===== src/rtl/core/sbte_pkg.sv =====
// sbte_pkg: shared types and constants for the SEED binary time converter.
// Used by sbte_decode, sbte_scale and seed_btime_to_epoch; no dependencies.

package sbte_pkg;

   localparam int WORD_W  = 16;
   localparam int BYTE_W  = 8;
   localparam int DAYS_W  = 27;
   localparam int HMS_W   = 20;
   localparam int SECS_W  = 43;
   localparam int TICKS_W = 56;

   // 365*1970 + leaps before 1970 (478) + 1 for the one-based day of year
   localparam logic [19:0] DAYS_OFFSET = 20'd719529;

   // floor(n/100) = (n*RECIP) >> 24, floor(n/400) = (n*RECIP) >> 26, n < 2^17
   localparam logic [17:0] RECIP     = 18'd167773;
   localparam int          SH_100    = 24;
   localparam int          SH_400    = 26;

   localparam logic [8:0]  DAYS_PER_YEAR = 9'd365;
   localparam logic [11:0] SEC_PER_HOUR  = 12'd3600;
   localparam logic [5:0]  SEC_PER_MIN   = 6'd60;

   localparam logic signed [17:0] SEC_PER_DAY   = 18'sd86400;
   localparam logic signed [14:0] TICKS_PER_SEC = 15'sd10000;

   typedef struct packed {
      logic                     vld;
      logic signed [DAYS_W-1:0] days;
      logic [HMS_W-1:0]         hms;
      logic [WORD_W-1:0]        frac;
   } sbte_days_type;

endpackage


===== src/rtl/core/seed_btime_to_epoch.sv =====
// seed_btime_to_epoch: SEED binary time word to signed epoch ticks (100 us).
// Depends on sbte_pkg, sbte_decode, sbte_scale.
//
//   channel   handshake             payload
//   req_      start / busy          year, day, hour, minute, second, fraction
//   rsp_      rsp_strobe            epoch_ticks (signed 56 bit)
//   csr_      csr_wr_en             big_endian_words (1 bit, reset 1)
//
// Five-stage pipeline: a word accepted on start passes stages A, B, C, D and E to rsp_.
// One word per cycle; busy is always low since nothing can back up.
// Synchronous reset flushes all words in flight and sets big-endian order.
// The receiver cannot stall; each result is shown for exactly one cycle.

module seed_btime_to_epoch (
   input  logic                                clock,
   input  logic                                reset,
   input  logic                                start,
   output logic                                busy,
   input  logic [sbte_pkg::WORD_W-1:0]         req_year_word,
   input  logic [sbte_pkg::WORD_W-1:0]         req_day_word,
   input  logic [sbte_pkg::BYTE_W-1:0]         req_hour_byte,
   input  logic [sbte_pkg::BYTE_W-1:0]         req_minute_byte,
   input  logic [sbte_pkg::BYTE_W-1:0]         req_second_byte,
   input  logic [sbte_pkg::WORD_W-1:0]         req_fraction_word,
   output logic                                rsp_strobe,
   output logic signed [sbte_pkg::TICKS_W-1:0] rsp_epoch_ticks,
   input  logic                                csr_wr_en,
   input  logic                                csr_wr_data
);

   logic                    csr_big_endian_words_ff;
   sbte_pkg::sbte_days_type days;

   always_ff @(posedge clock) begin
      if (reset) begin
         csr_big_endian_words_ff <= 1'b1;
      end else if (csr_wr_en) begin
         csr_big_endian_words_ff <= csr_wr_data;
      end
   end

   assign busy = 1'b0;

   sbte_decode u_decode (
      .clock         (clock),
      .reset         (reset),
      .big_endian    (csr_big_endian_words_ff),
      .in_vld        (start),
      .year_word     (req_year_word),
      .day_word      (req_day_word),
      .hour_byte     (req_hour_byte),
      .minute_byte   (req_minute_byte),
      .second_byte   (req_second_byte),
      .fraction_word (req_fraction_word),
      .days_out      (days)
   );

   sbte_scale u_scale (
      .clock     (clock),
      .reset     (reset),
      .days_in   (days),
      .out_vld   (rsp_strobe),
      .out_ticks (rsp_epoch_ticks)
   );

   a_latency_fwd: assert property (@(posedge clock) disable iff (reset)
      (start && !busy) |-> ##5 rsp_strobe)
      else $error("accepted word produced no result");

   a_latency_back: assert property (@(posedge clock) disable iff (reset)
      rsp_strobe |-> $past(start, 5))
      else $error("result without accepted word");

   a_never_busy: assert property (@(posedge clock) disable iff (reset)
      !busy)
      else $error("busy raised");

endmodule


===== src/rtl/core/sbte_decode.sv =====
// sbte_decode: byte-order assembly and day count since 1970 (three stages).
// Depends on sbte_pkg.

module sbte_decode (
   input  logic                         clock,
   input  logic                         reset,
   input  logic                         big_endian,
   input  logic                         in_vld,
   input  logic [sbte_pkg::WORD_W-1:0]  year_word,
   input  logic [sbte_pkg::WORD_W-1:0]  day_word,
   input  logic [sbte_pkg::BYTE_W-1:0]  hour_byte,
   input  logic [sbte_pkg::BYTE_W-1:0]  minute_byte,
   input  logic [sbte_pkg::BYTE_W-1:0]  second_byte,
   input  logic [sbte_pkg::WORD_W-1:0]  fraction_word,
   output sbte_pkg::sbte_days_type      days_out
);

   function automatic logic [sbte_pkg::WORD_W-1:0] swap_word(
      input logic [sbte_pkg::WORD_W-1:0] w, input logic be);
      swap_word = be ? w : {w[7:0], w[15:8]};
   endfunction

   // stage A: assembled fields
   logic                        a_vld_ff;
   logic [sbte_pkg::WORD_W-1:0] a_year_ff, a_doy_ff, a_frac_ff;
   logic [sbte_pkg::BYTE_W-1:0] a_hour_ff, a_min_ff, a_sec_ff;

   // stage B: partial terms
   logic                        b_vld_ff;
   logic [24:0]                 b_y365_ff, b_y365_in;
   logic [14:0]                 b_q4_ff, b_q4_in;
   logic [10:0]                 b_q100_ff, b_q100_in;
   logic [8:0]                  b_q400_ff, b_q400_in;
   logic [sbte_pkg::HMS_W-1:0]  b_hms_ff, b_hms_in;
   logic [sbte_pkg::WORD_W-1:0] b_doy_ff, b_frac_ff;

   // stage C: day count
   sbte_pkg::sbte_days_type     c_ff, c_in;

   logic [16:0] n4, n100, n400;
   logic [34:0] p100, p400;
   logic [25:0] pos_sum;
   logic [19:0] neg_sum;

   always_comb begin
      n4        = {1'b0, a_year_ff} + 17'd3;
      n100      = {1'b0, a_year_ff} + 17'd99;
      n400      = {1'b0, a_year_ff} + 17'd399;
      p100      = {18'd0, n100} * {17'd0, sbte_pkg::RECIP};
      p400      = {18'd0, n400} * {17'd0, sbte_pkg::RECIP};
      b_q4_in   = n4[16:2];
      b_q100_in = p100[sbte_pkg::SH_100 +: 11];
      b_q400_in = p400[sbte_pkg::SH_400 +: 9];
      b_y365_in = {9'd0, a_year_ff} * {16'd0, sbte_pkg::DAYS_PER_YEAR};
      b_hms_in  = {12'd0, a_hour_ff} * {8'd0, sbte_pkg::SEC_PER_HOUR}
                + {12'd0, a_min_ff} * {14'd0, sbte_pkg::SEC_PER_MIN}
                + {12'd0, a_sec_ff};
   end

   always_comb begin
      pos_sum = {1'b0, b_y365_ff} + {11'd0, b_q4_ff} + {17'd0, b_q400_ff}
              + {10'd0, b_doy_ff};
      neg_sum = {9'd0, b_q100_ff} + sbte_pkg::DAYS_OFFSET;
      c_in.vld  = b_vld_ff;
      c_in.days = $signed({1'b0, pos_sum} - {7'd0, neg_sum});
      c_in.hms  = b_hms_ff;
      c_in.frac = b_frac_ff;
   end

   always_ff @(posedge clock) begin
      if (reset) begin
         a_vld_ff <= 1'b0;
         b_vld_ff <= 1'b0;
         c_ff     <= '0;
      end else begin
         a_vld_ff <= in_vld;
         b_vld_ff <= a_vld_ff;
         c_ff     <= c_in;
      end
   end

   always_ff @(posedge clock) begin
      a_year_ff <= swap_word(year_word, big_endian);
      a_doy_ff  <= swap_word(day_word, big_endian);
      a_frac_ff <= swap_word(fraction_word, big_endian);
      a_hour_ff <= hour_byte;
      a_min_ff  <= minute_byte;
      a_sec_ff  <= second_byte;
      b_y365_ff <= b_y365_in;
      b_q4_ff   <= b_q4_in;
      b_q100_ff <= b_q100_in;
      b_q400_ff <= b_q400_in;
      b_hms_ff  <= b_hms_in;
      b_doy_ff  <= a_doy_ff;
      b_frac_ff <= a_frac_ff;
   end

   assign days_out = c_ff;

endmodule


===== src/rtl/core/sbte_scale.sv =====
// sbte_scale: days to seconds to 100 us ticks (two multiply stages).
// Depends on sbte_pkg.

module sbte_scale (
   input  logic                                clock,
   input  logic                                reset,
   input  sbte_pkg::sbte_days_type             days_in,
   output logic                                out_vld,
   output logic signed [sbte_pkg::TICKS_W-1:0] out_ticks
);

   logic                               d_vld_ff;
   logic signed [sbte_pkg::SECS_W-1:0] d_secs_ff, d_secs_in;
   logic [sbte_pkg::WORD_W-1:0]        d_frac_ff;

   logic                                e_vld_ff;
   logic signed [sbte_pkg::TICKS_W-1:0] e_ticks_ff, e_ticks_in;

   always_comb begin
      d_secs_in  = days_in.days * sbte_pkg::SEC_PER_DAY
                 + $signed({23'd0, days_in.hms});
      e_ticks_in = d_secs_ff * sbte_pkg::TICKS_PER_SEC
                 + $signed({40'd0, d_frac_ff});
   end

   always_ff @(posedge clock) begin
      if (reset) begin
         d_vld_ff <= 1'b0;
         e_vld_ff <= 1'b0;
      end else begin
         d_vld_ff <= days_in.vld;
         e_vld_ff <= d_vld_ff;
      end
   end

   always_ff @(posedge clock) begin
      d_secs_ff  <= d_secs_in;
      d_frac_ff  <= days_in.frac;
      e_ticks_ff <= e_ticks_in;
   end

   assign out_vld   = e_vld_ff;
   assign out_ticks = e_ticks_ff;

endmodule

===== config.mk =====
export PLATFORM = sky130hd
export DESIGN_NAME = seed_btime_to_epoch
export DESIGN_NICKNAME = d
export VERILOG_FILES = /design/src/rtl/core/sbte_pkg.sv /design/src/rtl/core/seed_btime_to_epoch.sv /design/src/rtl/core/sbte_decode.sv /design/src/rtl/core/sbte_scale.sv
export SDC_FILE = /design/constraint.sdc
export NUM_CORES = 2
export LEC_CHECK = 0
export ABC_AREA = 0
export BUFFER_PORTS_ARGS = -buffer_cell sky130_fd_sc_hd__buf_2
export CAP_MARGIN = 15
export CORE_ASPECT_RATIO = 1.25
export CORE_MARGIN = 8
export CORE_UTILIZATION = 55
export CTS_BUF_LIST = sky130_fd_sc_hd__clkbuf_2
export CTS_CLUSTER_SIZE = 12
export DETAILED_ROUTE_END_ITERATION = 12
export PLACE_DENSITY = 0.72
export SLEW_MARGIN = 20
export SYNTH_ARGS = -nofsm -noshare
export SYNTH_HDL_FRONTEND = slang
export SYNTH_HIERARCHICAL = 1
export SYNTH_SLANG_ARGS = --single-unit

===== constraint.sdc =====
create_clock -name clock -period 15.23 [get_ports clock]
set_input_delay 0.7615 -clock clock [delete_from_list [all_inputs] [get_ports clock]]
set_output_delay 0.7615 -clock clock [all_outputs]
set_load 0.05 [all_outputs]

After elaboration in Yosys (flattened, before gate mapping)
Cells that the tools add are included.
- register bits after elaboration: 368
- bits in latches: 0
- bits in writable memories: 0
- memory bits (read-only): 0
- bits of input ports: 77
- output and inout bits: 58
- logic and storage cells: 47
- memories kept: 0
- add/sub/neg operators: 12
- multiply operators: 7
- div/mod/pow operators: 0
- order comparisons: 0
- equal/unequal tests: 0
- shift operators: 0
- multiplexer cells: 3
- bitwise logic cells: 0
- reductions and logical operators: 0
- operators by type and width (operator ; number):
    $mul 17x18->35 const B ; 2
    $add 56x17->56 ; 1
    $mul 43x11->52 const B ; 1
    $mux 16 ; 3
    $add 43x21->43 ; 1
    $mul 27x11->36 const B ; 1
    $sub 26x20->27 ; 1
    $add 25x15->26 ; 1
    $add 26x16->26 ; 1
    $add 26x9->26 ; 1
    $mul 16x9->25 const B ; 1
    $add 11x20->20 const B ; 1
    $add 20x14->20 ; 1
    $add 20x8->20 ; 1
    $add 16x2->17 const B ; 1
    $add 16x7->17 const B ; 1
    $add 16x9->17 const B ; 1
    $mul 8x8->16 const B ; 1
    $mul 8x4->12 const B ; 1

Logic depth before layout (Yosys ltp)
- depth after elaboration: 4
- depth in mapped cells: 30
- depth with buffers taken out: 29

By module
Netlist, hierarchy kept.
- by module, submodules not included (module ; instances ; cells an instance ; area each (um^2) ; seq. area each (um^2)):
    sbte_decode ; 1 ; 2351 ; 24385.9 ; 5004.8
    sbte_scale ; 1 ; 2103 ; 18876.9 ; 2342.2
    seed_btime_to_epoch ; 1 ; 5 ; 46.3 ; 20.0

Worst setup path before layout
No wires, ideal clock.
- kind: register to register
- start: reg u_decode/a_year_ff[0] (netlist name)
- end: reg u_decode.b_q400_ff[8]
- setup time: 0.121 ns
- arrival time: 7.517 ns
- data required time: 15.109 ns
- slack: 7.593 ns
- cell stages (with the launch flop): 30
- path buffers: 1
- period minus slack after synthesis: 7.637 ns
- path through: dfxtp_1 -> clkbuf_1 -> inv_1 -> ha_1 -> nand2_1 -> a41oi_1 -> nand2b_1 -> nand2_1 -> or2_2 -> xnor2_1 -> inv_1 -> fa_1 -> fa_1 -> inv_1 -> fa_1 -> fa_1 -> fa_1 -> inv_1 -> fa_1 -> inv_1 -> ha_1 -> inv_1 -> nor3_1 -> nand4_1 -> o32ai_1 -> a2111oi_2 -> o31ai_2 -> o21a_1 -> nor2_1 -> xnor2_1
- word-level cells in the longest chain between the ends: 2
- ends and longest elaborated chain (element ; RTL line ; text):
    start, declared ; sbte_decode.sv:25 ; logic [sbte_pkg::WORD_W-1:0] a_year_ff, a_doy_ff, a_frac_ff;
    start signal, assigned ; sbte_decode.sv:83 ; a_year_ff <= swap_word(year_word, big_endian);
    $add 16x9->17 ; sbte_decode.sv:48 ; n400 = {1'b0, a_year_ff} + 17'd399;
    $mul 17x18->35 ; sbte_decode.sv:50 ; p400 = {18'd0, n400} * {17'd0, sbte_pkg::RECIP};
    net u_decode.p400[34] ; sbte_decode.sv:41 ; logic [34:0] p100, p400;
    end signal, assigned ; sbte_decode.sv:92 ; b_q400_ff <= b_q400_in;
    end, declared ; sbte_decode.sv:33 ; logic [8:0] b_q400_ff, b_q400_in;
The timed path passes the listed nets, and every way through them passes these cells.
A chain may end at the register's enable or synchronous reset.

Worst setup path in the final report
- start: reg u_decode/a_year_ff[0] (netlist name)
- end: reg u_decode.b_q400_ff[6]
Same word-level chain as after synthesis.

==> results.py <==
metrics = {
    "global_routing": {
        "groute.usage.overall_pct": 22.4,
        "vias_in_the_first_global_route": 32723,
        "global_route_wire_length_before_repair_um": 159000,
        "grt-ovfl-total": 0,
        "number_of_antenna_violations_at_the_first_check_in_global_routing": 10,
        "pin_count_of_the_biggest_net_entering_global_routing": 53,
    },
    "layout": {
        "post-route-util_pct": 60.0,
        "fillers": 6728,
        "area_growth_pct": 8.62,
        "design.final.nets": 6162,
        "final_layout_size_suffix_gt1_share_pct": 8.22,
    },
    "worst_setup_path": {
        "worstSetupEndpointType": "flip-flop",
        "cp_common_cell": "sky130_fd_sc_hd__inv_1",
        "timing.critical_path.slowest_stage_cell": "sky130_fd_sc_hd__dfxtp_1",
        "worst-endpoint-required_ns": 16.31,
        "timing.critical_path.fanout_max": 15,
        "ff2ff_setup_slack_ns": 6.58,
        "kind_of_launch_point_of_the_worst_setup_path": "flip-flop",
        "cp.arrival_ns": 9.74,
        "critical-path-max-stage-delay_ns": 0.71,
        "critPathKind": "reg -> reg",
    },
    "floorplan": {
        "fp.dieW_um": 267,
        "dieHeight_um": 330,
        "io_pins": 135,
        "placement_rows": 115,
        "dieArea_um2": 88000,
        "initial_utilization_pct": 55.2,
        "floorplan.core_area_um2": 78400,
    },
    "detailed_routing": {
        "drtAntennaViolNets": 0,
        "route.detailed.drc": 0,
        "dr.pass1.iters": 5,
        "routed-via-count": 30368,
        "routedWlPerCell_um": 16.3,
        "first_iter_violations": 938,
        "drt-vias-per-instance": 5.18,
        "routed_wl_um": 95700,
    },
    "sta": {
        "clock.fmax_mhz": 116,
        "timing.slew.headroom_pct": 22.8,
        "final_max_slew_viol_count": 0,
        "min_period_ns": 8.65,
        "setup_repair_after_global_routing_missed_its_margin": "no",
        "setup_tns_ns": 0,
        "transition_time_of_the_tightest_slew_check_pin_ns": 1.14,
        "worst_clk_skew_ns": 0.152,
        "finalHoldViolations": 0,
        "min_period_over_period_pct": 56.8,
        "timing.final.ws_setup_ns": 6.58,
        "finalSetupViolations": 0,
        "whs_ns": 0.163,
    },
    "clock_network": {
        "clock-sinks": 368,
        "post_cts.resized_instances": 0,
        "post-cts-setup-buffer-count": 0,
        "tritoncts": "yes",
        "cts-buffers-inserted": 93,
        "max_buffers_root_to_sink": 3,
        "cts.htree.levels": 3,
        "worst_skew_pair.late_latency_ns": 1.25,
        "clk_pin_slew_worst_paths_ns": 0.11,
        "cts.root.buffer_cell": "sky130_fd_sc_hd__clkbuf_2",
    },
    "logic_synthesis": {
        "syn_avg_cell_area_um2": 9.71,
        "postSynthRegisterBits": 368,
        "synth.yosys.warnings": 6,
        "proportion_of_netlist_area_held_by_the_largest_area_contributor_pct": 24.7,
        "synth_top_area_cell": "sky130_fd_sc_hd__fa_1",
        "postSynth.topFlopCell": "sky130_fd_sc_hd__dfxtp_1",
        "synth-async-reset-ratio_pct": 0,
        "yosys-top-cells-area": "sky130_fd_sc_hd__fa_1, sky130_fd_sc_hd__ha_1, sky130_fd_sc_hd__dfxtp_1, sky130_fd_sc_hd__inv_1, sky130_fd_sc_hd__xnor2_1",
        "synth_area_um2": 43300,
        "netlist_instances": 4459,
        "synth_edf_count": 0,
        "yosys.cell_types.count": 104,
        "sequential_share_of_the_synthesized_area_pct": 17.0,
    },
    "placement": {
        "dp_hpwl_um": 80700,
        "numPortBuffers": 133,
        "gp_routability_congestion": 0.955,
        "place_ws_ns": 6.68,
    },
    "status": {
        "run_status": "finished, final reports clean",
    },
    "hold_path": {
        "worst_hold_path_type": "in -> reg",
    },
    "flow_run": {
        "drv.max_cap_violation_count": 0,
    },
}
[sequential cells by signal (all words and copies together), names as in the netlist, 16 cells and up]
register and flops:
u_scale/out_ticks 56, u_decode/b_doy_ff 16, u_scale/d_frac_ff 16, u_decode/a_doy_ff 16, u_decode/a_year_ff 16, u_decode/b_hms_ff 20
u_decode/b_frac_ff 16, u_decode/b_y365_ff 25, u_decode/days_out 64, u_decode/a_frac_ff 16, u_scale/d_secs_ff 43
[worst paths after layout]
path,depth (start not counted),to,from
max,29,u_decode/b_q400_ff[6]$_DFF_P_,u_decode/a_year_ff[0]$_DFF_P_
min,2,u_decode/a_hour_ff[1]$_DFF_P_,req_hour_byte[1]
max reg2reg,29,u_decode/b_q400_ff[6]$_DFF_P_,u_decode/a_year_ff[0]$_DFF_P_
min reg2reg,0,u_scale/d_frac_ff[1]$_DFF_P_,u_decode/days_out[1]$_SDFF_PP0_
[metrics by stage]
step                      instances  area [um^2]
after global routing           5857        47000
final                          5857        47000
after floorplan                4461        43300
after detailed placement       5583        45000
after global placement         5583        45000
after CTS                      5846        47000
[layout by cell type, fill, tap and decap left out, types with 59 or more instances in the layout]
master	synthesis	layout
sky130_fd_sc_hd__inv_1	1018	1018
sky130_fd_sc_hd__nor2b_1	68	68
sky130_fd_sc_hd__buf_2	21	133
sky130_fd_sc_hd__ha_1	819	819
sky130_fd_sc_hd__a21oi_1	169	169
sky130_fd_sc_hd__o21ai_0	110	110
sky130_fd_sc_hd__clkbuf_2	0	125
sky130_fd_sc_hd__dlygate4sd3_1	0	106
sky130_fd_sc_hd__a21o_1	78	78
sky130_fd_sc_hd__nor2_1	166	166
sky130_fd_sc_hd__xor2_1	105	105
sky130_fd_sc_hd__nand3_1	59	59
sky130_fd_sc_hd__xnor2_1	156	156
sky130_fd_sc_hd__nand2_1	146	146
sky130_fd_sc_hd__dfxtp_1	368	367
sky130_fd_sc_hd__fa_1	535	535
[cell usage after synthesis (all sizes together), types with 24 or more instances]
master	count
a21o	79
a21oi	174
and2	24
and3	27
and4	24
buf	29
clkbuf	39
dfxtp	368
fa	535
ha	819
inv	1018
mux2	50
nand2	147
nand2b	24
nand3	59
nand4	33
nor2	167
nor2b	68
nor3	56
o21a	34
o21ai	132
or2	24
xnor2	156
xor2	106
[cells by family after synthesis]
| family | Yosys count | synth area share [%] |
|---|---|---|
| compound gates | 612 | 9.52 |
| xor+xnor | 263 | 5.37 |
| fa+ha+maj | 1354 | 48.4 |
| buf+inv | 1086 | 9.53 |
| flops | 368 | 17.0 |
| mux | 54 | 1.39 |
| other cells | 3 | 0.0260 |
| simple gates | 719 | 8.77 |
[worst max-delay path: cells and delay by family, from the launching register on]
kind / cells / cell delay, ns
compound gates: 8 / 2.02
xor+xnor: 1 / 0.58
fa+ha+maj: 8 / 3.66
buf+inv: 7 / 0.85
flops: 1 / 0.71
simple gates: 5 / 0.74
[timing repair]
action                                 4_1_cts  5_1_grt
hold buffers                               106        0
setup endpoints to repair                    0        0
endpoints found under the hold margin       94        0
[layout make-up]
cell class                      instances  area (um^2)  share of cell area [%]
Clock inverter                         32          302                   0.641
Antenna cell                           11         27.5                  0.0585
Multi-Input combinational cell       3007        31800                    67.6
Timing Repair Buffer                  243         1760                    3.73
Inverter                             1018         3820                    8.12
Clock buffer                          125          626                    1.33
Tap cell                             1053         1320                    2.80
Sequential cell                       368         7370                    15.7
[metal layers]
| metal | vias to the layer above | track usage [%] | wire length [um] |
|---|---|---|---|
| li1 | 15082 | - | - |
| met1 | 14493 | 22.6 | 35200 |
| met2 | 529 | 43.7 | 52200 |
| met3 | 262 | 2.73 | 2620 |
| met4 | 2 | 12.7 | 5680 |
| met5 | - | 0 | 13 |
Power is left out: the tool's default activity adds up to more than one toggle a clock period on the data nets, which glitch-free logic cannot reach.
